**src/design/bpa_ram.sv**
```systemverilog
module bpa_ram #(
    parameter int WIDTH = 8,
    parameter int DEPTH = 16
) (
    clk,
    we,
    waddr,
    wdata,
    raddr,
    rdata
);
    localparam int AW = (DEPTH > 1) ? $clog2(DEPTH) : 1;

    input  logic             clk;
    input  logic             we;
    input  logic [AW-1:0]    waddr;
    input  logic [WIDTH-1:0] wdata;
    input  logic [AW-1:0]    raddr;
    output logic [WIDTH-1:0] rdata;

    logic [WIDTH-1:0] mem [0:DEPTH-1];

    always_ff @(posedge clk)
    begin
        if (we)
        begin
            mem[waddr] <= wdata;
        end
        rdata <= mem[raddr];
    end

endmodule

```
**config.mk**
```make
export PLATFORM = sky130hd
export DESIGN_NAME = bpa_ram
export DESIGN_NICKNAME = d
export VERILOG_FILES = /design/src/design/bpa_ram.sv
export SDC_FILE = /design/constraint.sdc
export NUM_CORES = 1
export LEC_CHECK = 0
export CORE_MARGIN = 2
export CORE_UTILIZATION = 30
export DETAILED_ROUTE_END_ITERATION = 6
export DONT_BUFFER_PORTS = 1
export HOLD_SLACK_MARGIN = 0.15
export SYNTH_ARGS = -nofsm -noshare
export SYNTH_HDL_FRONTEND = slang
export SYNTH_SLANG_ARGS = --single-unit
export TNS_END_PERCENT = 50
```
**constraint.sdc**
```tcl
create_clock -name clk -period 3 [get_ports clk]
set_clock_uncertainty 0.1 [all_clocks]
set_input_delay 0.6 -clock clk [delete_from_list [all_inputs] [get_ports clk]]
set_output_delay 0.6 -clock clk [all_outputs]
set_load 0.1 [all_outputs]
```
[Word level (Yosys, flattened, before mapping)]
Memories as Yosys holds them, arrays and structs flattened. A register that Yosys moved wholly into a read port is not among the register bits.
Index checks and enable logic that the tools add are counted.
Storage, ports and cells
  register bits after elaboration: 0
  bits in writable memories: 128
  input bits: 18
  output and inout bits: 8
  logic and storage cells: 3
  memories: 1
Operators by class
  muxes and demuxes: 2
Memory list
  mem: words 16, bits a word 8, read ports 1, clocked after Yosys merged registers in 1, wr ports 1, line 21  | logic [WIDTH-1:0] mem [0:DEPTH-1];
Operators by type and width (count)
  1-bit two-way mux: 2

[Longest topological paths before layout]
  word-level depth: 2
  gate-level depth with buffers: 5
  depth with buffers taken out: 3

[Worst setup path before layout]
OpenSTA, ideal clock, no wires.
  path type: in2reg
  start: input waddr[2]
  end: memory mem[0][0], enable pin
  library setup time: 0.383 ns
  data arrival time: 1.710 ns
  data required time: 2.517 ns
  setup slack: 0.807 ns
  stages: 2
  path buffers: 0
  cells stage by stage: or3b_2 > nor3_1
RTL lines
  from (decl): line 16  | input logic [AW-1:0] waddr;
  to (decl): line 21
No word-level cell before the write port.

[Final worst setup path]
  start: register rdata[7] (read register of mem)
  end: output rdata[7]
RTL lines
  from (decl): line 19  | output logic [WIDTH-1:0] rdata;
No word-level cell between the ends.

==> impl_results.md <==
* RSZ-0062 raised after global routing: false
* Overflow after GRT at 0
* Leakage power at 1.89 nW
* Die span in x at 135 um
* Syn Inst Count at 229
* Antenna violations before repair at 0
* Buffers added on ports at 0
* Reg clk slew, reported paths at 60 ps
* Routed WL per cell at 20.5 um
* Fillers at 1,551
* Core Rows at 47
* Gpl congestion at between 0.8 and 0.9
* Routed vias/inst at 4.78
* Drt total wl at 9880 um
* Clk_lat worst skew at 420 ps
* Initial Util at 0.308
* Relative slew margins at 0.351
* Compound-Gate Fraction of Synth Area at 0.0233
* TritonCTS buffer count at 17
* Die area at 18,200 um2
* Core area at 16,700 um2
* Post-Synthesis Cell Area at ~5100 um2
* Hold_buf cts at 0
* Max Root-Sink Buffers at 2
* Status: completed
* Maximum vdd drop at 0.000466 V
* Final #Nets at roughly 270
* Crit-path max FO at 1
* CTS H-tree lvls at 4
* Worst Path Arrival at roughly 1400 ps
* CTS tree: done
* Number of detailed-route iterations in the first pass at 4
* Fin crit share at 0.688
* Simple-Gate Fraction of Synth Area at 0.0318
* Post-synthesis cell type count at 19
* Detail Route Antenna Nets at 0
* Sequential cell area at 4000 um2
* Adder-cell share of the synthesized area at 0
* Worst Setup End Kind: output port
* #FFs+latches synth at between 100 and 150
* Power density cells at 693 nW/um2
* Power Total at 4.10 mW
* First-pass GRT wire length at about 15,000 um
* Wl on met1 at around 4400 um
* Minimum clock period at 2060 ps
* Clk root buf: clkbuf_16
* Max_cap viols at 0
* Starting DRT DRC Count at 144
* Routed vias at 2,303
* Syn Area/Cell at 22.5 um2
* Detailed Place HPWL at 6310 um
* Xor/xnor share of the synthesized area at 0
* Largest family of logic cells by synthesized area: multiplexers
* GRT Util Overall at 0.117
* Largest net degree at the start of global routing at 33
* Setup TNS at 0 ps
* Die Y at 135 um
* Startpoint types: flip-flop
* Post-CTS Setup Inserts at 0
* Post-synthesis mux area share at 0.150
* Worst Max-Slew Pin Slew at 972 ps
* Hold WC Path Type: input port to flip-flop
* Crit path kind: flip-flop to output port
* Share of cells above drive strength 1 at 0.206
* Metal3 WL at 729 um
* Final Max Tran Viols at 0
* Fmax achieved at 485 MHz
* Inserted Diodes at 0
* CTS Sinks at 136
* Final Setup Violations at 0
* CP Data Required Time at 2300 ps
* Footprint of the multi-input gates at 1060 um2
* Sequential share of the synthesized area at 0.778
* Vias in the first global route at between 2,000 and 2,500
* Synthesized Nets at 247
* Yosys warns at 0
* Boundary Pins at 26
* DR DRC count at 0
* Endpoints failing hold at 0
* Highest metal used: met4
* Met2 wire length at 4680 um
* Area Overhead vs Synth at 15.0%
* CTS resizes at 0
[metrics by stage]
stage	hold slack (ps)	instance area [um2]	setup WS, ps	cells	util
6_report	173	5920	937	482	0.354
5_1_grt	157	5920	896	482	0.354
2_1_floorplan	529	5150	807	229	-
3_5_place_dp	570	5420	880	450	0.324
3_3_place_gp	565	5420	920	450	0.324
4_1_cts	162	5920	893	482	0.354
[synthesized netlist by cell type]
| library cell | number | share of area |
|---|---|---|
| edfxtp_1 | 128 | 0.75 |
| buf_6 | 3 | 0.0066 |
| dfxtp_1 | 8 | 0.031 |
| clkdlybuf4s25_2 | 3 | 0.0058 |
| nor2b_1 | 1 | 0.0012 |
| and2_1 | 1 | 0.0012 |
| and2b_1 | 1 | 0.0015 |
| nor3_1 | 4 | 0.0039 |
| buf_2 | 3 | 0.0029 |
| nand2b_1 | 2 | 0.0024 |
| buf_4 | 1 | 0.0015 |
| nor2_1 | 13 | 0.0095 |
| nand3b_1 | 2 | 0.0029 |
| nand2_1 | 9 | 0.0066 |
| mux4_2 | 18 | 0.079 |
| or3b_2 | 1 | 0.0017 |
| nand3_1 | 1 | 0.00097 |
| a22oi_1 | 16 | 0.023 |
| mux4_1 | 14 | 0.071 |
[report_power, final]
part           leakage [nW]  switching (mW)  internal (mW)
Sequential             1.22           0.107           2.13
Combinational         0.429          0.0504         0.0624
Clock                 0.241           0.721           1.04
Total                  1.89           0.879           3.22
[registers in the layout, summed over array words and instances (netlist names)]
name / count
mem: 128
rdata: 8
[final timing paths]
| kind | from | to | slack, ps | cells after the start |
|---|---|---|---|---|
| worst min-delay path | wdata[4] | mem[6][4]$_DFFE_PP_ | 170 | 0 |
| worst max-delay path | rdata[7]$_DFF_P_ | rdata[7] | 940 | 0 |
| worst min register to register | mem[15][6]$_DFFE_PP_ | rdata[6]$_DFF_P_ | 570 | 3 |
| worst max register to register | mem[1][2]$_DFFE_PP_ | rdata[2]$_DFF_P_ | 1440 | 3 |
[cell usage in the layout (no fill, tap or decap), drive strengths merged]
cell      netlist  layout
and2            1       1
nor3            4       4
or3b            1       1
and2b           1       1
clkbuf          0      21
clkinvlp        0       2
edfxtp        128     128
dfxtp           8       8
mux4           32      32
nor2           13      13
nand2b          2       2
buf             7      11
nand3           1       1
a22oi          16      16
clkinv          0       9
nand2           9       9
nand3b          2       2
nor2b           1       1
[final cells by class]
class                      instances  share of cell area
tap                              220              0.0465
sequential                       136               0.677
clock buffer                      21              0.0744
clock inverter                    11             0.00994
multi-input combinational         83               0.179
timing repair buffer              11              0.0140
[metal layers]
layer / GRT usage / vias up
li1: - / 1011
met3: 0.0447 / 6
met5: 0 / -
met2: 0.173 / 83
met1: 0.162 / 1203
met4: 0.0347 / 0
[logic make-up (layout without fill, tap and decap cells)]
| logic type | after synthesis | count (layout) |
|---|---|---|
| compound gates | 16 | 16 |
| mux | 32 | 32 |
| flops | 136 | 136 |
| buf+inv | 10 | 43 |
| simple gates | 35 | 35 |
(Power assumes the default switching activity.)
