[config.mk]
export PLATFORM = sky130hd
export DESIGN_NAME = bpa_word_scan
export DESIGN_NICKNAME = d
export VERILOG_FILES = /design/src/design/bpa_pkg.sv /design/src/design/bpa_word_scan.sv
export SDC_FILE = /design/constraint.sdc
export NUM_CORES = 1
export LEC_CHECK = 0
export ABC_CLOCK_PERIOD_IN_PS = 3100
export BUFFER_PORTS_ARGS = -buffer_cell sky130_fd_sc_hd__buf_2
export CAP_MARGIN = 20
export CORE_MARGIN = 2
export CORE_UTILIZATION = 49
export DETAILED_ROUTE_END_ITERATION = 7
export GPL_ROUTABILITY_DRIVEN = 1
export PLACE_DENSITY = 0.83
export RECOVER_POWER = 50
export SLEW_MARGIN = 20
export SYNTH_ARGS = -nofsm -noshare
export SYNTH_HDL_FRONTEND = slang
export SYNTH_SLANG_ARGS = --single-unit
[constraint.sdc]
create_clock -name vclk -period 3.1
set_input_delay 0.31 -clock vclk [all_inputs]
set_output_delay 0.31 -clock vclk [all_outputs]
set_load 0.03 [all_outputs]
[src/design/bpa_pkg.sv]
package bpa_pkg;

    // Controller states.
    typedef enum logic [3:0] {
        ST_CLEAR,
        ST_ROOT,
        ST_IDLE,
        ST_A_FIND,
        ST_SCAN_RD,
        ST_SCAN_CHK,
        ST_SPLIT_RD,
        ST_SPLIT_WR,
        ST_PAGE_WR,
        ST_F_RD,
        ST_F_CHK,
        ST_MERGE_RD,
        ST_MERGE_CHK,
        ST_SET_WR,
        ST_DONE
    } state_t;

    // Result status codes.
    localparam logic [1:0] STATUS_OK       = 2'd0;
    localparam logic [1:0] STATUS_NO_SPACE = 2'd1;
    localparam logic [1:0] STATUS_BAD_FREE = 2'd2;

    // Command codes.
    localparam logic CMD_ALLOC = 1'b0;
    localparam logic CMD_FREE  = 1'b1;

    // Configuration register indexes.
    localparam int          CFG_IDX_W          = 2;
    localparam logic [1:0]  CFG_POOL_ORDER     = 2'd0;
    localparam logic [1:0]  CFG_POOL_BASE_PAGE = 2'd1;

    // Bits in one word of the free-bit tree memory.
    localparam int WORD_BITS = 32;
    localparam int BIT_W     = 5;

    // Width of an order field; a 15-bit page count can ask for up to order 15.
    localparam int ORD_W = 5;

    // Result of the word scan unit.
    typedef struct packed {
        logic             hit;
        logic [BIT_W-1:0] bitpos;
    } scan_t;

endpackage

[src/design/bpa_word_scan.sv]
module bpa_word_scan #(
    parameter int NW  = 20,
    parameter int TAW = 10
) (
    input  logic [31:0]      word,
    input  logic [TAW-1:0]   word_addr,
    input  logic [NW-1:0]    lo,
    input  logic [NW-1:0]    hi,
    output bpa_pkg::scan_t   res
);
    import bpa_pkg::*;

    logic [WORD_BITS-1:0] live;
    logic [NW-1:0]        node [0:WORD_BITS-1];

    // A bit counts only if its tree node lies inside the order being searched.
    always_comb
    begin
        for (int i = 0; i < WORD_BITS; i++)
        begin
            node[i] = NW'({word_addr, BIT_W'(i)});
            live[i] = word[i] && (node[i] >= lo) && (node[i] < hi);
        end
    end

    always_comb
    begin
        res.hit    = 1'b0;
        res.bitpos = '0;
        for (int i = WORD_BITS - 1; i >= 0; i--)
        begin
            if (live[i])
            begin
                res.hit    = 1'b1;
                res.bitpos = BIT_W'(i);
            end
        end
    end

endmodule

==> summary.md, run 1 <==
| Metric | Value |
|---|---|
| Outcome | `did not finish` |
| Last stage | `5_1_grt` |
| Stop err | `[ERROR GRT-0116] Global routing finished with congestion. Check the congestion regions in the DRC Viewer.` |
| Register area share after synthesis | `0%` |
| Net count after synthesis | `486` |
| Largest net degree at the start of global routing | `17` |
| First-pass GRT wire length | `29300 microns` |
| Mapped Avg Cell Area | `6.58 sq um` |
| Placer Congestion | `1.00` |
| Gr usage total | `69.6%` |
| DIE HEIGHT | `75.6 microns` |
| Syn. warnings | `0` |
| Rows | `26` |
| Grt ovf | `26` |
| PortBufs | `88` |
| Syn Std Cell Area | `2510 sq um` |
| Hpwl dp | `9770 microns` |
| Unique cell type count in the Yosys netlist | `71` |
| Vias in the first global route | `5309` |
| Cells after Synth | `382` |
| Starting Density | `49.9%` |
| IO Count | `88` |
| DIE WIDTH | `75.6 microns` |
cell usage after synthesis (4+ instances only):
cell	instances	share of area (%)
nand4_1	9	2.2
nand2_1	36	5.4
o31a_1	4	1.4
or2_2	4	0.99
ha_1	22	11
inv_1	30	4.5
clkbuf_1	7	1.0
nor4_1	5	1.2
and3_1	11	2.7
o21ai_0	20	4.0
o31ai_1	13	3.9
o21a_1	6	1.8
o211ai_1	11	3.3
a211oi_1	5	1.5
clkbuf_8	4	2.2
and4_1	4	1.4
a21oi_1	32	6.4
nor3_1	7	1.4
nor2_1	30	4.5
o2111ai_1	4	1.4
and2_1	6	1.5
a21o_1	4	1.2
or3_1	9	2.2
nand3_1	15	3.0
a31oi_1	10	2.5
layer usage:
metal | GRT usage, % | GRT overflow
met1 | 67.4 | 0
met2 | 91.7 | 10
met3 | 50.1 | 0
met4 | 72.7 | 16
met5 | 5.56 | 0
per-stage QoR:
step	std cells	instance area [sq um]	setup WS [ns]	util, %	hold slack (ns)
floorplan	382	2560	-0.0399	-	1.01
global placement	627	3750	-0.439	74.3	1.23
detailed placement	627	3750	-0.492	74.3	1.26
CTS	646	4550	-0.249	90.2	1.27
repair_timing:
item                       4_1_cts
cloned                           1
pin swaps                       47
gates resized for setup        122
hold buffers                     0
setup endpoints to repair        6
setup buffers                   22
kinds of logic after synthesis:
logic type,Yosys count,synth area share [%]
compound gates,147,41.0
simple gates,166,37.9
buf+inv,47,10.1
fa+ha+maj,22,10.9
==> run 2, diff against run 1 <==
--- a/config.mk
+++ b/config.mk
@@ -5,14 +5,14 @@
 export SDC_FILE = /design/constraint.sdc
 export NUM_CORES = 1
 export LEC_CHECK = 0
-export ABC_CLOCK_PERIOD_IN_PS = 3100
+export ABC_CLOCK_PERIOD_IN_PS = 4000
 export BUFFER_PORTS_ARGS = -buffer_cell sky130_fd_sc_hd__buf_2
 export CAP_MARGIN = 20
 export CORE_MARGIN = 2
-export CORE_UTILIZATION = 49
+export CORE_UTILIZATION = 40
 export DETAILED_ROUTE_END_ITERATION = 7
 export GPL_ROUTABILITY_DRIVEN = 1
-export PLACE_DENSITY = 0.83
+export PLACE_DENSITY_LB_ADDON = 0.15
 export RECOVER_POWER = 50
 export SLEW_MARGIN = 20
 export SYNTH_ARGS = -nofsm -noshare
==> constraint.sdc (replaced) <==
create_clock -name vclk -period 4
set_input_delay 0.4 -clock vclk [all_inputs]
set_output_delay 0.4 -clock vclk [all_outputs]
set_load 0.03 [all_outputs]
==> run 2 against run 1 <==
  * The flow now finishes without violations
  * Area after synthesis did not move
  * Synthesized cell count did not move
==> summary.md, run 2 <==
| Metric | Value |
|---|---|
| Outcome | `finished, final reports clean (was did not finish)` |
| Starting Density | `42.0% (was 49.9%)` |
| Final worst-path cycle share | `96.4%` |
| Max VDD drop | `46.0 uV` |
| Minimum clock period | `3.86 ns` |
| Post-synth top area share | `10.9% (unchanged)` |
| Worst Tran Pin Value | `0.818 ns` |
| Largest net degree at the start of global routing | `20` |
| Seq Cell Count | `0` |
| Drt via density | `6.34` |
| Syn. warnings | `0 (unchanged)` |
| Synth cell count leaders | `nand2_1 (36), a21oi_1 (32), inv_1 (30), nor2_1 (30), ha_1 (22) (unchanged)` |
| # diodes | `0` |
| Final std cell area, no fill | `3080 sq um` |
| Rows | `28 (was 26)` |
| Total power | `0.235 mW` |
| Grt ovf | `0` |
| Crit-path cells | `buf_2 > ha_1 > and3_1 > nand4_1 > o41ai_1 > o22ai_1 > a21oi_1 > a21oi_1 > or3_1 > a21oi_1 > buf_2` |
| First-pass GRT wire length | `15500 microns` |
| Nature of the critical path startpoint | `input port` |
| Kind of critical path | `in -> out` |
| Proportion of layout cells with a drive suffix above 1 | `28.7%` |
| Cell internal pwr | `0.0953 mW` |
| Core Util, Final | `51.4%` |
| Net count after synthesis | `486 (unchanged)` |
| Number of remaining DRC errors | `0` |
| PwrDens | `76.2 nW/um^2` |
| M1 WL | `4440 microns` |
| DIE WIDTH | `83.3 microns (was 75.6 microns)` |
| Drt wl/cell | `18.2 microns` |
| Reg power frac | `0%` |
| Critical path fanouts, max | `6` |
| Critical path required time | `3.60 ns` |
| Commonest non-fill, non-tap cell in the layout | `buf_2` |
| Initial DRC Count | `285` |
| Most frequent cells in the layout | `buf_2 (87), nand2_1 (36), a21oi_1 (32)` |
| Count leader, synth | `nand2_1 (unchanged)` |
| Hold crit path type | `in -> out` |
| Placer Congestion | `1.04 (was 1.00)` |
| Cells after Synth | `382 (unchanged)` |
| Synth-to-layout area growth | `22.5%` |
| Mapped Avg Cell Area | `6.58 sq um (unchanged)` |
| RSZ-0062 raised after global routing | `true` |
| Max_cap viols | `0` |
| Final nets | `580` |
| Delay of the slowest critical-path stage | `0.73 ns` |
| Slew margin rel. | `44.9%` |
| Total wire length | `10000 microns` |
| Vias in the first global route | `3057` |
| Fin. Hold Viols | `0` |
| DRT Pass-1 Iters | `5` |
| WL met3 | `1030 microns` |
| Setup-failing EPs final | `0` |
| PortBufs | `88 (unchanged)` |
| Initial antenna violation count | `0` |
| Critical path's slowest cell | `o41ai_1` |
| CP most frequent cell | `a21oi_1` |
| P_sw | `0.139 mW` |
| DIE AREA | `6940 sq um` |
| Reg area | `0 sq um` |
| Register area share after synthesis | `0% (unchanged)` |
| Leakage | `1.43 nW` |
| IO Count | `88 (unchanged)` |
| Switching share of power | `59.4%` |
| Clock buffers | `0` |
| Placed cell area | `3060 sq um (was 3750 sq um)` |
| Syn Std Cell Area | `2510 sq um (unchanged)` |
| Worst Setup End Kind | `output pin` |
| Max Used Layer | `met4` |
| Fin Hold WS | `1.44 ns` |
| DIE HEIGHT | `83.3 microns (was 75.6 microns)` |
| Clk network pwr share | `0%` |
| Gr usage total | `27.0%` |
| Number of hold buffers added after CTS | `0 (unchanged)` |
| Hpwl dp | `8340 microns (was 9770 microns)` |
| DR WL met2 | `4260 microns` |
| Dominant cell type by area after synthesis | `ha_1 (unchanged)` |
| Core Region | `5990 sq um` |
| Synth top area cells | `ha_1 (11%), a21oi_1 (6.4%), nand2_1 (5.4%) (unchanged)` |
| Fmax | `259 MHz` |
| Antenna viol nets, final | `0` |
| Fin Setup TNS | `0 ns` |
| Count of pins over their slew limit | `0` |
| Unique cell type count in the Yosys netlist | `71 (unchanged)` |
| Vias | `3483` |
| Logic pwr share | `100.0%` |
| WP data arrival | `3.46 ns` |
run 2: cell counts after synthesis:
No cell type changed its count.
run 2: path summary, 6_finish.rpt:
check | cells after the start | startpoint | endpoint
min | 6 | word[2] | res[0]
max | 11 | word_addr[1] | res[3]
run 2: critical path: cells and delay by family:
family	cells	cell delay, ns
simple gates	3	0.86
compound gates	5	1.54
fa+ha+maj	1	0.32
buf+inv	2	0.32
run 2: timing repair:
item,4_1_cts,5_1_grt
resized for setup,0,2
setup buffers,0,0
endpoints found under the setup margin,0,6
run 2: kinds of logic (layout without fill, tap and decap cells):
logic type	Yosys count	in the layout	share of synthesized area (%)
AO/OA/AOI/OAI	147	147	41.0
adder cells (fa/ha/maj)	22	22	10.9
buffers and inverters	47	139	10.1
AND/OR/NAND/NOR	166	166	37.9
run 2: metrics by stage:
step                      std cells  setup WS [ns]
final                           549          0.144
after global routing            549       -0.00880
after CTS                       549         0.0101
after detailed placement        549         0.0191
after global placement          549       -0.00900
after floorplan                 382          0.291
run 2: per-layer routing:
layer  vias up  track usage (%)
met5         -                0
met4         0             5.51
met3        26             4.27
met2       233             43.5
met1      1552             37.9
li1       1672                -
run 2: final cells by class:
class / instances / area, sq um
fillers: 616 / 2910
inverters: 30 / 113
multi-input cells: 335 / 2280
well taps: 75 / 93.8
repair buffers: 109 / 598
run 2: power by group through the flow:
stage / sequential (mW) / combinational (mW) / clock, mW
after floorplan: 0 / 0.139 / 0
after global placement: 0 / 0.227 / 0
after detailed placement: 0 / 0.228 / 0
after CTS: 0 / 0.230 / 0
after global routing: 0 / 0.258 / 0
final: 0 / 0.235 / 0
Note: power is estimated with default switching activity, not from simulation.
